**config.mk**
```make
export PLATFORM = sky130hd
export DESIGN_NAME = seven_segment_display_command_encoder_top
export DESIGN_NICKNAME = d
export VERILOG_FILES = /design/src/design/ssd_pkg.sv /design/src/design/ssd_ram.sv /design/src/design/ssd_front.sv /design/src/design/ssd_emit.sv /design/src/design/seven_segment_display_command_encoder_top.sv
export SDC_FILE = /design/constraint.sdc
export NUM_CORES = 1
export LEC_CHECK = 0
export BUFFER_PORTS_ARGS = -buffer_cell sky130_fd_sc_hd__buf_4
export CAP_MARGIN = 20
export CORE_MARGIN = 3
export CORE_UTILIZATION = 55
export CTS_BUF_LIST = sky130_fd_sc_hd__clkbuf_8 sky130_fd_sc_hd__clkbuf_16
export DETAILED_ROUTE_END_ITERATION = 8
export GPL_ROUTABILITY_DRIVEN = 0
export PLACE_DENSITY = 0.78
export SLEW_MARGIN = 0
export SYNTH_ARGS = -nofsm -noshare
export SYNTH_HDL_FRONTEND = slang
export SYNTH_SLANG_ARGS = --single-unit
```
**constraint.sdc**
```tcl
create_clock -name clk -period 6.7 [get_ports clk]
set_input_delay 0.335 -clock clk [delete_from_list [all_inputs] [get_ports clk]]
set_output_delay 0.335 -clock clk [all_outputs]
set_load 0.005 [all_outputs]
```
**src/design/ssd_pkg.sv**
```systemverilog
package ssd_pkg;

  // Command codes
  localparam logic [3:0] CMD_INIT        = 4'd0;
  localparam logic [3:0] CMD_NUMBER      = 4'd1;
  localparam logic [3:0] CMD_HEX         = 4'd2;
  localparam logic [3:0] CMD_RAW         = 4'd3;
  localparam logic [3:0] CMD_CLEAR_DIGIT = 4'd4;
  localparam logic [3:0] CMD_CLEAR_ALL   = 4'd5;
  localparam logic [3:0] CMD_BRIGHT      = 4'd6;
  localparam logic [3:0] CMD_POWER       = 4'd7;
  localparam logic [3:0] CMD_KEY         = 4'd8;

  // Controller register map
  localparam logic [6:0] CTRL_ADDR  = 7'h24;
  localparam logic [6:0] KEY_ADDR   = 7'h27;
  localparam logic [6:0] DIGIT_BASE = 7'h34;
  localparam logic [7:0] DP_BIT     = 8'h80;

  // Control byte handling
  localparam logic [7:0] INIT_SHADOW = 8'h41;
  localparam logic [7:0] BRIGHT_KEEP = 8'h8F;
  localparam logic [7:0] LEVEL_MAX   = 8'd7;

  // Range limits
  localparam logic [15:0] NUM_MAX = 16'd9999;
  localparam logic [15:0] HEX_MAX = 16'd15;

  // Decimal conversion: four places, remainder fits 14 bits below 10000
  localparam int NUM_PLACES = 4;
  localparam int PLACE_W    = 2;
  localparam int REM_W      = 14;

  // Shadow store geometry
  localparam int SHADOW_W     = 8;
  localparam int SHADOW_DEPTH = 1;

  typedef struct packed {
    logic [3:0]  cmd;
    logic [15:0] value;
    logic [7:0]  position;
    logic        dot;
    logic [7:0]  segments;
    logic [7:0]  level;
    logic        turn_on;
    logic [7:0]  key_byte;
  } req_t;

  typedef struct packed {
    logic       bus_write;
    logic [6:0] bus_addr;
    logic [7:0] bus_data;
    logic [5:0] key_id;
    logic       key_pressed;
    logic       status;
    logic       last;
  } rsp_t;

  typedef enum logic [1:0] {
    JOB_SINGLE,
    JOB_INIT,
    JOB_NUMBER,
    JOB_CLEAR
  } job_kind_t;

  // Work handed from the decoder to the beat sequencer
  typedef struct packed {
    job_kind_t        kind;
    rsp_t             res;
    logic [REM_W-1:0] rem;
  } job_t;

  function automatic logic [7:0] seg_font(input logic [3:0] digit);
    logic [7:0] pattern;
    begin
      case (digit)
        4'h0: pattern = 8'h3F;
        4'h1: pattern = 8'h06;
        4'h2: pattern = 8'h5B;
        4'h3: pattern = 8'h4F;
        4'h4: pattern = 8'h66;
        4'h5: pattern = 8'h6D;
        4'h6: pattern = 8'h7D;
        4'h7: pattern = 8'h07;
        4'h8: pattern = 8'h7F;
        4'h9: pattern = 8'h6F;
        4'hA: pattern = 8'h77;
        4'hB: pattern = 8'h7C;
        4'hC: pattern = 8'h39;
        4'hD: pattern = 8'h5E;
        4'hE: pattern = 8'h79;
        default: pattern = 8'h71;
      endcase
      return pattern;
    end
  endfunction

  function automatic rsp_t rsp_write(input logic [6:0] addr, input logic [7:0] data,
                                     input logic is_last);
    rsp_t r;
    begin
      r = '0;
      r.bus_write = 1'b1;
      r.bus_addr  = addr;
      r.bus_data  = data;
      r.last      = is_last;
      return r;
    end
  endfunction

  function automatic rsp_t rsp_reject();
    rsp_t r;
    begin
      r = '0;
      r.status = 1'b1;
      r.last   = 1'b1;
      return r;
    end
  endfunction

endpackage

```
**src/design/ssd_ram.sv**
```systemverilog
module ssd_ram #(
  parameter int WIDTH = 8,
  parameter int DEPTH = 1
) (
  input  logic                                        clk,
  input  logic                                        we,
  input  logic [((DEPTH > 1) ? $clog2(DEPTH) : 1)-1:0] waddr,
  input  logic [WIDTH-1:0]                            wdata,
  input  logic [((DEPTH > 1) ? $clog2(DEPTH) : 1)-1:0] raddr,
  output logic [WIDTH-1:0]                            rdata
);

  logic [WIDTH-1:0] mem [DEPTH];

  // Write port, registered read port (read sees the old word)
  always_ff @(posedge clk) begin
    if (we) begin
      mem[waddr] <= wdata;
    end
    rdata <= mem[raddr];
  end

endmodule

```
**src/design/ssd_front.sv**
```systemverilog
module ssd_front import ssd_pkg::*; #(
  parameter int DIGIT_COUNT = 4
) (
  input  logic clk,
  input  logic rst,
  input  logic req_valid,
  output logic req_ready,
  input  req_t req,
  output logic job_valid,
  input  logic job_ready,
  output job_t job
);

  localparam int SAW = (SHADOW_DEPTH > 1) ? $clog2(SHADOW_DEPTH) : 1;

  logic                front_valid;
  req_t                front;
  logic                job_take;
  logic                shadow_we;
  logic [SHADOW_W-1:0] shadow_new;
  logic [SHADOW_W-1:0] shadow_rd;
  logic [SHADOW_W-1:0] shadow_cur;
  logic                fwd_valid;
  logic [SHADOW_W-1:0] fwd_data;
  logic                written;
  logic                pos_ok;
  logic [6:0]          pos_addr;
  logic [2:0]          lvl;

  assign job_take  = front_valid && job_ready;
  assign req_ready = !front_valid || job_take;
  assign job_valid = front_valid;

  // Hold one command beat until the sequencer takes it
  always_ff @(posedge clk) begin
    if (rst) begin
      front_valid <= 1'b0;
    end else if (req_valid && req_ready) begin
      front_valid <= 1'b1;
    end else if (job_take) begin
      front_valid <= 1'b0;
    end
    if (req_valid && req_ready) begin
      front <= req;
    end
  end

  // Control shadow store, read every cycle
  ssd_ram #(
    .WIDTH (SHADOW_W),
    .DEPTH (SHADOW_DEPTH)
  ) u_shadow (
    .clk   (clk),
    .we    (shadow_we && job_take),
    .waddr (SAW'(0)),
    .wdata (shadow_new),
    .raddr (SAW'(0)),
    .rdata (shadow_rd)
  );

  // Forward last cycle's write; the store reads as zero until first written
  always_ff @(posedge clk) begin
    if (rst) begin
      fwd_valid <= 1'b0;
      written   <= 1'b0;
    end else begin
      fwd_valid <= shadow_we && job_take;
      if (shadow_we && job_take) begin
        written <= 1'b1;
      end
    end
    fwd_data <= shadow_new;
  end

  assign shadow_cur = fwd_valid ? fwd_data : (written ? shadow_rd : '0);

  assign pos_ok   = front.position < 8'(DIGIT_COUNT);
  assign pos_addr = DIGIT_BASE + front.position[6:0];
  assign lvl      = (front.level > LEVEL_MAX) ? LEVEL_MAX[2:0] : front.level[2:0];

  // Decode the command into a job and the new control byte
  always_comb begin
    job        = '0;
    job.kind   = JOB_SINGLE;
    job.res    = rsp_reject();
    shadow_we  = 1'b0;
    shadow_new = shadow_cur;
    case (front.cmd)
      CMD_INIT: begin
        shadow_new = INIT_SHADOW;
        shadow_we  = 1'b1;
        job.kind   = JOB_INIT;
        job.res    = rsp_write(CTRL_ADDR, INIT_SHADOW, 1'b0);
      end
      CMD_NUMBER: begin
        if (front.value <= NUM_MAX) begin
          job.kind = JOB_NUMBER;
          job.rem  = front.value[REM_W-1:0];
        end
      end
      CMD_HEX: begin
        if (front.value <= HEX_MAX && pos_ok) begin
          job.res = rsp_write(pos_addr,
                              seg_font(front.value[3:0]) | (front.dot ? DP_BIT : 8'h00),
                              1'b1);
        end
      end
      CMD_RAW: begin
        if (pos_ok) begin
          job.res = rsp_write(pos_addr, front.segments, 1'b1);
        end
      end
      CMD_CLEAR_DIGIT: begin
        if (pos_ok) begin
          job.res = rsp_write(pos_addr, 8'h00, 1'b1);
        end
      end
      CMD_CLEAR_ALL: begin
        job.kind = JOB_CLEAR;
      end
      CMD_BRIGHT: begin
        shadow_new = (shadow_cur & BRIGHT_KEEP) | {1'b0, lvl, 4'b0000};
        shadow_we  = 1'b1;
        job.res    = rsp_write(CTRL_ADDR, shadow_new, 1'b1);
      end
      CMD_POWER: begin
        shadow_new = {shadow_cur[7:1], front.turn_on};
        shadow_we  = 1'b1;
        job.res    = rsp_write(CTRL_ADDR, shadow_new, 1'b1);
      end
      CMD_KEY: begin
        job.res             = '0;
        job.res.bus_addr    = KEY_ADDR;
        job.res.key_id      = front.key_byte[5:0];
        job.res.key_pressed = front.key_byte[6];
        job.res.last        = 1'b1;
      end
      default: begin
        job.res = rsp_reject();
      end
    endcase
  end

endmodule

```
**src/design/ssd_emit.sv**
```systemverilog
module ssd_emit import ssd_pkg::*; #(
  parameter int DIGIT_COUNT = 4
) (
  input  logic clk,
  input  logic rst,
  input  logic job_valid,
  output logic job_ready,
  input  job_t job,
  output logic rsp_valid,
  input  logic rsp_ready,
  output rsp_t rsp
);

  localparam int CNT_MAX = (DIGIT_COUNT > NUM_PLACES - 1) ? DIGIT_COUNT : NUM_PLACES - 1;
  localparam int CW      = $clog2(CNT_MAX + 1);

  logic               busy;
  job_kind_t          kind;
  rsp_t               single;
  logic [CW-1:0]      cnt;
  logic [REM_W-1:0]   rem;
  logic               lead;

  logic [PLACE_W-1:0] place;
  logic [3:0]         digit;
  logic [REM_W-1:0]   sub;
  logic [REM_W-1:0]   thr;
  logic [REM_W-1:0]   rem_next;
  logic               blank;
  logic               lead_next;
  logic               beat_valid;
  rsp_t               beat;
  logic               out_free;
  logic               step;
  logic               finish;
  logic               job_take;

  assign place = PLACE_W'(NUM_PLACES - 1) - cnt[PLACE_W-1:0];

  // Pick the decimal digit at the current place by comparing with its multiples
  always_comb begin
    digit = 4'd0;
    sub   = '0;
    thr   = '0;
    for (int k = 1; k <= 9; k++) begin
      case (place)
        2'd0:    thr = REM_W'(k);
        2'd1:    thr = REM_W'(k * 10);
        2'd2:    thr = REM_W'(k * 100);
        default: thr = REM_W'(k * 1000);
      endcase
      if (rem >= thr) begin
        digit = 4'(k);
        sub   = thr;
      end
    end
  end

  assign rem_next = rem - sub;
  assign blank    = lead && (digit == 4'd0) && (place != '0);

  // Build the beat for the current step
  always_comb begin
    beat       = single;
    beat_valid = busy;
    lead_next  = lead;
    case (kind)
      JOB_SINGLE: begin
        beat = single;
      end
      JOB_INIT: begin
        if (cnt != '0) begin
          beat = rsp_write(DIGIT_BASE + 7'(cnt) - 7'd1, 8'h00, cnt == CW'(DIGIT_COUNT));
        end
      end
      JOB_CLEAR: begin
        beat = rsp_write(DIGIT_BASE + 7'(cnt), 8'h00, cnt == CW'(DIGIT_COUNT - 1));
      end
      JOB_NUMBER: begin
        // Places at or above the digit count are stepped through without a beat
        beat_valid = busy && ({1'b0, place} < 3'(DIGIT_COUNT));
        beat       = rsp_write(DIGIT_BASE + 7'(DIGIT_COUNT - 1) - 7'(place),
                               blank ? 8'h00 : seg_font(digit), place == '0);
        if (beat_valid) begin
          lead_next = blank;
        end
      end
      default: begin
        beat = single;
      end
    endcase
  end

  assign out_free  = !rsp_valid || rsp_ready;
  assign step      = busy && (!beat_valid || out_free);
  assign finish    = step && beat_valid && beat.last;
  assign job_ready = !busy || finish;
  assign job_take  = job_valid && job_ready;

  // Advance the sequencer
  always_ff @(posedge clk) begin
    if (rst) begin
      busy <= 1'b0;
    end else if (job_take) begin
      busy <= 1'b1;
    end else if (finish) begin
      busy <= 1'b0;
    end
    if (job_take) begin
      kind   <= job.kind;
      single <= job.res;
      rem    <= job.rem;
      cnt    <= '0;
      lead   <= 1'b1;
    end else if (step) begin
      cnt  <= cnt + CW'(1);
      rem  <= rem_next;
      lead <= lead_next;
    end
  end

  // Output register: load a beat whenever it is free or being drained
  always_ff @(posedge clk) begin
    if (rst) begin
      rsp_valid <= 1'b0;
    end else if (step && beat_valid) begin
      rsp_valid <= 1'b1;
    end else if (rsp_ready) begin
      rsp_valid <= 1'b0;
    end
    if (step && beat_valid) begin
      rsp <= beat;
    end
  end

endmodule

```
**src/design/seven_segment_display_command_encoder_top.sv**
```systemverilog
// Channel  Signals                        Beat
// -------  -----------------------------  ------------------------------------
// req      req_valid, req_ready, req      one display command (req_t)
// rsp      rsp_valid, rsp_ready, rsp      one bus write, key result or reject
//
// With the sequencer idle, a command's first beat passes the input stage, sequencer and output
// register. The sequencer emits one beat per cycle unless rsp stalls: single-result 1, init
// 1+DIGIT_COUNT, clear all DIGIT_COUNT, number one per place below DIGIT_COUNT of its four places.
// Reset clears all valid flags; the control shadow reads as zero until written.
// A stalled rsp holds its beat; one command waits in the input stage meanwhile.
module seven_segment_display_command_encoder_top import ssd_pkg::*; #(
  parameter int DIGIT_COUNT = 4
) (
  input  logic clk,
  input  logic rst,
  input  logic req_valid,
  output logic req_ready,
  input  req_t req,
  output logic rsp_valid,
  input  logic rsp_ready,
  output rsp_t rsp
);

  logic job_valid;
  logic job_ready;
  job_t job;

  // Decode and control shadow
  ssd_front #(
    .DIGIT_COUNT (DIGIT_COUNT)
  ) u_front (
    .clk       (clk),
    .rst       (rst),
    .req_valid (req_valid),
    .req_ready (req_ready),
    .req       (req),
    .job_valid (job_valid),
    .job_ready (job_ready),
    .job       (job)
  );

  // Beat sequencer and output register
  ssd_emit #(
    .DIGIT_COUNT (DIGIT_COUNT)
  ) u_emit (
    .clk       (clk),
    .rst       (rst),
    .job_valid (job_valid),
    .job_ready (job_ready),
    .job       (job),
    .rsp_valid (rsp_valid),
    .rsp_ready (rsp_ready),
    .rsp       (rsp)
  );

endmodule
```
### Word level (Yosys, flattened, before mapping)

Memories as Yosys holds them, arrays and structs flattened. A register that Yosys moved wholly into a read port is not among the register bits.
Cells that the tools add are included.

| storage, ports and cells | value |
|---|---|
| register bits | 136 |
| memory bits (writable) | 8 |
| ROM bits | 224 |
| output and inout port bits | 27 |
| logic and storage cells | 157 |
| memories | 3 |

Memory list:

| name | words | width | rd ports | clocked after memory_dff | wr ports | line | RTL |
|---|---|---|---|---|---|---|---|
| (name not given) | 16 | 7 | 1 | 0 | 0 | ssd_pkg.sv:76 | `case (digit)` |
| (name not given) | 16 | 7 | 1 | 1 | 0 | ssd_pkg.sv:76 |  |
| u_front.u_shadow.mem | 1 | 8 | 1 | 1 | 1 | ssd_ram.sv:13 | `logic [WIDTH-1:0] mem [DEPTH];` |

| operators by class | value |
|---|---|
| $add $sub $neg | 7 |
| $lt $le $gt $ge | 13 |
| equal/unequal tests | 15 |
| mux-type cells | 57 |
| bitwise logic cells | 2 |
| reductions and logical operators | 28 |

Operators with widths:

| kind | number |
|---|---|
| $pmux 25 s7 | 1 |
| $pmux 13 s3 | 4 |
| $mux 25 | 4 |
| $pmux 25 s4 | 1 |
| $pmux 12 s3 | 2 |
| $mux 14 | 5 |
| $ge 14x13->1 | 4 |
| $mux 13 | 4 |
| $mux 8 | 6 |
| $pmux 14 s3 | 1 |
| $pmux 11 s3 | 1 |
| $pmux 10 s3 | 1 |
| $ge 14x12->1 | 2 |
| $mux 12 | 2 |
| $pmux 8 s3 | 1 |
| $eq 4x3->1 const B | 4 |
| $le 16x14->1 const B | 1 |
| $le 16x4->1 const B | 1 |
| $mux 3 | 5 |
| $ge 14x10->1 | 1 |
| $ge 14x11->1 | 1 |
| $ge 14x14->1 | 1 |
| $sub 14x14->14 | 1 |
| $mux 4 | 3 |
| other kinds (31) | 65 |

### Depth between registers and ports, before layout

| depth | value |
|---|---|
| word-level depth | 24 |
| gate-level depth with buffers | 27 |

### By module

From an unflattened synthesis, not the netlist that was laid out.

| second synthesis, totals | value |
|---|---|
| cell total of the unflattened synthesis | 948 |
| area, all modules | 9,636.7 µm² |

By module, submodules not included:

| module | instances | cells an instance | area an instance (µm²) | seq. area each (µm²) |
|---|---|---|---|---|
| ssd_emit | 1 | 654 | 5,977.0 | 2,102.0 |
| ssd_front | 1 | 278 | 3,259.4 | 1,951.9 |
| ssd_ram | 1 | 16 | 400.4 | 400.4 |

### Worst setup path after synthesis

Ideal clock, no wire load.

| timing | value |
|---|---|
| kind | flip-flop to flip-flop |
| start | register u_emit.cnt[1] |
| end | register u_emit.rem[12], data pin |
| library setup time | 0.308 ns |
| arrival time | 5.173 ns |
| required time | 6.392 ns |
| path slack | 1.219 ns |
| cell stages (with the launch flop) | 27 |
| buffers on the path | 4 |
| clock period less this slack | 5.481 ns |
| cells stage by stage | dfxtp_1 -> inv_1 -> ha_1 -> buf_4 -> buf_4 -> clkbuf_1 -> inv_1 -> ha_1 -> a21oi_1 -> o21ai_0 -> a221o_1 -> a311oi_2 -> and2_1 -> buf_4 -> o2111ai_1 -> o41ai_1 -> a21oi_1 -> ha_1 -> nor2b_1 -> o21a_1 -> o21ai_0 -> a21oi_1 -> a211o_1 -> a21o_1 -> a21oi_1 -> xor2_1 -> o21ai_0 |

| between the ends | value |
|---|---|
| word-level cells in the longest chain between the ends | 16 |
| elaborated cells between the ends (all ways) | 42 |

Ends and longest elaborated chain:

| what | line | RTL |
|---|---|---|
| start: declaration | ssd_emit.sv:20 | `logic [CW-1:0] cnt;` |
| start signal: assignment | ssd_emit.sv:116 | `cnt <= cnt + CW'(1);` |
| $sub 2x2->2 | ssd_emit.sv:38 | `assign place = PLACE_W'(NUM_PLACES - 1) - cnt[PLACE_W-1:0];` |
| $eq 2x2->1, or another cell as far along | ssd_emit.sv:46 | `case (place)` |
| $pmux 10 s3 | ssd_emit.sv:46 |  |
| $ge 14x10->1 | ssd_emit.sv:52 | `if (rem >= thr) begin` |
| $mux 10 | ssd_emit.sv:52 |  |
| $mux 11 | ssd_emit.sv:52 |  |
| $mux 12 (2 in series) | ssd_emit.sv:52 |  |
| $mux 13 (4 in series) | ssd_emit.sv:52 |  |
| $mux 14 | ssd_emit.sv:52 |  |
| $sub 14x14->14 | ssd_emit.sv:59 | `assign rem_next = rem - sub;` |
| $mux 14 | ssd_emit.sv:115 | `end else if (step) begin` |
| $mux 14 * | ssd_emit.sv:109 | `if (job_take) begin` |
| end signal: assignment | ssd_emit.sv:112 | `rem <= job.rem;` |
| end signal: assignment | ssd_emit.sv:117 | `rem <= rem_next;` |
| end: declaration | ssd_emit.sv:21 | `logic [REM_W-1:0] rem;` |

Mark *: on every way between the ends. The rest lies on a longest branch, timed or not. The select of a mux whose other input is x is not followed.
A chain may end at the register's enable or synchronous reset.

### Worst setup path in the final report

| timing | value |
|---|---|
| start | register u_emit.cnt[0] |
| end | register u_emit.rem[12], data pin |

| between the ends | value |
|---|---|
| word-level cells in the longest chain between the ends | 16 |
| elaborated cells between the ends (all ways) | 42 |

Ends and longest elaborated chain:

| what | line | RTL |
|---|---|---|
| $sub 2x2->2 * | ssd_emit.sv:38 |  |
| net u_emit.place[0] | ssd_emit.sv:24 | `logic [PLACE_W-1:0] place;` |
| $eq 2x2->1, or another cell as far along | ssd_emit.sv:46 |  |
| $pmux 10 s3 | ssd_emit.sv:46 |  |
| $ge 14x10->1 | ssd_emit.sv:52 |  |
| $mux 10 | ssd_emit.sv:52 |  |
| $mux 11 | ssd_emit.sv:52 |  |
| $mux 12 (2 in series) | ssd_emit.sv:52 |  |
| $mux 13 (4 in series) | ssd_emit.sv:52 |  |
| $mux 14 | ssd_emit.sv:52 |  |
| $sub 14x14->14 | ssd_emit.sv:59 |  |
| $mux 14 | ssd_emit.sv:115 |  |
| $mux 14 * | ssd_emit.sv:109 |  |

Mark *: on every way through the listed nets, which the timed path passes. The rest lies on a longest branch. The select of a mux whose other input is x is not followed.

==> metrics.md <==
| Metric | Value |
|---|---|
| Comb pwr share | `53.5%` |
| Status | `finished clean` |
| Worst hold slack | `0.0810 ns` |
| CTS tree | `yes` |
| H-tree level count | `4` |
| Post-route setup TNS | `0 ns` |
| CP bufs+invs | `2` |
| Worst-Skew Late Latency | `0.42 ns` |
| Design area | `10,800 um2` |
| Met2 usage | `38.6%` |
| All-layer global routing usage | `24.3%` |
| Fin Clk Skew | `0.00792 ns` |
| Worst path depth | `24` |
| Routed wire length per instance | `18.5 um` |
| Clock root cell | `clkbuf_16` |
| Post-Synth Adder-Cell Area | `9.70%` |
| Top-count cell post-synth | `edfxtp_1` |
| Worst R2R Start | `u_emit.cnt[0]$_SDFFE_PP0P_` |
| Critical-path cell list | `inv_1 > ha_1 > buf_4 > o21ai_0 > ha_1 > nor4bb_1 > o311a_1 > o32ai_1 > a21boi_1 > o21ai_2 > and2_1 > o2111ai_1 > o41ai_1 > a21oi_1 > ha_1 > nor2b_1 > o21a_1 > o21ai_0 > a21oi_1 > a211o_1 > a21o_1 > a21oi_1 > xor2_1 > o21ai_0` |
| Site row count | `47` |
| Post-synth top cells | `edfxtp_1 (127), nand2_1 (72), ha_1 (71)` |
| Fin util | `65.2%` |
| ANT nets after route | `0` |
| Fmax | `168 MHz` |
| Via count | `7,464` |
| Yosys warns | `0` |
| # setup viols final | `0` |
| Largest net degree at the start of global routing | `54` |
| Pint | `2870 uW` |
| Post-CTS setup buffers | `0` |
| XOR/XNOR Fraction of Synth Area | `2.24%` |
| Synth Area in Simple Gates | `17.0%` |
| Initial core utilization | `56.3%` |
| Reg power frac | `27.9%` |
| Post-synthesis compound-gate area fraction | `18.4%` |
| Fin cells | `1,218` |
| Top cells by area, synth | `edfxtp_1 (41%), ha_1 (9.5%), dfxtp_1 (6.8%)` |
| Die Width | `137 um` |
| First-pass GRT wire length | `35,700 um` |
| CTS Sinks | `159` |
| PortBufs | `83` |
| Crit Path Class | `reg2reg` |
| R2R Path End | `u_emit.rem[12]$_DFFE_PP_` |
| Critical path's slowest cell | `o21ai_0` |
| Register area share after synthesis | `47.6%` |
| Clock power share | `18.5%` |
| Crit path largest cell delay | `0.49 ns` |
| Max-slew headroom | `34.8%` |
| Largest family of logic cells by synthesized area | `compound AO/OA/AOI/OAI gates` |
| Final Critical Period | `5.96 ns` |
| Slew Limit Fails | `0` |
| CP max FO | `17` |
| RSZ-0062 raised after global routing | `false` |
| Arr. time, crit path | `6.12 ns` |
| Core area | `16,600 um2` |
| Cell count after synthesis | `896` |
| Cell type with the largest total area after synthesis | `edfxtp_1` |
| Fin crit share | `89.0%` |
| Area share of the largest cell type after synthesis | `40.7%` |
| Yosys cell types | `91` |
| Peak supply drop | `0.275 mV` |
| Layout cell share with drive strength beyond 1 | `17.5%` |
| Crit path max-delay family | `compound AO/OA/AOI/OAI gates` |
| Pre-Repair DR Iteration Count | `6` |
| EDFF count, synth | `127` |
| Mapped cell area | `9370 um2` |
| Vias in the first global route | `6,923` |
| Top FF cell, synth | `edfxtp_1` |
| CTS Buffer Depth | `2` |
| Crit path capture type | `register` |
| Final Hold Fails | `0` |
| HPWL Detailed | `16,300 um` |
| Worst-Margin Slew | `0.976 ns` |
| Flop-to-flop setup slack | `0.74 ns` |
| Asr flop ratio synth | `0%` |
| HP Class | `in2reg` |
| Die Footprint | `18,600 um2` |
| Diodes inserted | `0` |
| Post-CTS sizing | `0` |
| Flops & latches, synth | `159` |
| Post-synthesis mux area share | `1.59%` |
| Critical path endpoint | `u_emit.rem[12]$_DFFE_PP_` |
| Hold buffers post-CTS | `0` |
| CP startpoint | `u_emit.cnt[0]$_SDFFE_PP0P_` |
| Vias/cell | `6.13` |
| Grt ovf | `0` |
| Final WL | `22,500 um` |
| Die Ht | `137 um` |
| Psw | `2170 uW` |
| IO Count | `85` |
| CP Data Required Time | `6.86 ns` |
| DRC viols | `0` |
| Grt met3 use | `3.86%` |
| Placed Cells incl. Taps | `1,183` |
| Total CTS buffers | `17` |
| Max Cap Violations | `0` |
| Antenna violations before repair | `0` |
| Syn Nets | `1,026` |
| Clock transition at the registers of the reported paths | `0.07 ns` |
| Dpl cell area | `10,200 um2` |
| Layout net count | `1,115` |
| Switching share of power | `43.1%` |
| Drt initial violations | `791` |
| Register-to-Register Path Depth | `24` |
| PD cells | `465 nW/um2` |
| Post-Synthesis Mean Instance Area | `10.5 um2` |
| Area grow syn2layout | `15.8%` |
| Static leakage | `0.00434 uW` |
| Critical Path Source Type | `register` |
| GR Util met1 | `34.7%` |
| Global route hottest layer | `met2` |
-- area by class of cell --
cell class                 instances  area, um2
clock inverter                    15        163
tap                              220        275
timing repair buffer             105        801
sequential                       159       4450
multi-input combinational        663       4580
clock buffer                      17        425
fill                            1314       5790
inverter                          39        146
-- worst reg2reg max path: cells and delay by family, from the launching register on --
kind | cells | cell delay [ns]
AO/OA/AOI/OAI | 15 | 3.26
adder cells (fa/ha/maj) | 3 | 0.91
AND/OR/NAND/NOR | 3 | 0.56
XOR/XNOR | 1 | 0.16
flip-flops | 1 | 0.43
buffers and inverters | 2 | 0.37
-- cells in the final DEF, fill, tap and decap left out, drive strengths merged, types with 5 or more instances in the layout --
master	count
edfxtp	127
buf	104
nand2	74
ha	71
nor2	69
o21ai	61
a21oi	57
inv	49
dfxtp	32
nand3	28
and3	23
nor3	21
nand2b	18
clkbuf	18
a21o	15
xnor2	15
and2	12
mux2i	10
a31oi	10
a22oi	10
nor4	9
a221o	9
xor2	9
o22ai	8
nor2b	7
a211oi	7
o21a	7
or2	7
or3	5
a22o	5
nand4	5
o2111ai	5
o31ai	5
-- power groups by stage --
stage | combinational [uW] | sequential [uW] | clock (uW)
global placement | 2580 | 1420 | 0
CTS | 2660 | 1400 | 944
global route | 3000 | 1420 | 989
detailed placement | 2630 | 1420 | 0
finish | 2700 | 1410 | 934
floorplan | 2090 | 1330 | 0
-- stage by stage --
stage | total power, uW | setup WS [ns]
floorplan | 3420 | 1.22
global placement | 4000 | 0.995
detailed placement | 4050 | 0.872
CTS | 5000 | 0.848
global route | 5410 | 0.305
finish | 5040 | 0.740
-- cell families after synthesis --
group	count (synthesis)
AND/OR/NAND/NOR	303
XOR/XNOR	24
multiplexers	14
buffers and inverters	74
adder cells (fa/ha/maj)	72
flip-flops	159
AO/OA/AOI/OAI	250
-- registers in the layout, indices dropped and copies added (netlist names), 2 cells and up, named ones only --
| signal | count |
|---|---|
| u_front.fwd_data | 8 |
| u_emit.single | 25 |
| u_front.front | 53 |
| u_emit.rem | 14 |
| u_emit.rsp | 25 |
| u_emit.kind | 2 |
| u_front.u_shadow.rdata | 8 |
| u_emit.cnt | 3 |
| u_front.u_shadow.mem | 8 |
-- worst min path at each step --
stage,start,endpoint,slack (ns),cells past startpoint
after global placement,u_front.u_shadow.mem[0][3]$_DFFE_PP_,u_front.u_shadow.rdata[3]$_DFF_P_,0.32,0
after floorplan,u_front.u_shadow.mem[0][0]$_DFFE_PP_,u_front.u_shadow.rdata[0]$_DFF_P_,0.32,0
after detailed placement,u_front.u_shadow.mem[0][5]$_DFFE_PP_,u_front.u_shadow.rdata[5]$_DFF_P_,0.33,0
final,req[11],u_front.front[11]$_DFFE_PP_,0.08,1
after global routing,req[52],u_front.front[52]$_DFFE_PP_,0.07,1
after CTS,req[9],u_front.front[9]$_DFFE_PP_,0.07,1
-- metal layers --
metal  vias up  part of all wire [%]
li1       3578                     -
met1      3479                    44
met2       354                    46
met3        53                   8.1
met4         0                   1.8
met5         -                     0
Note: power is estimated with default switching activity, not from simulation.
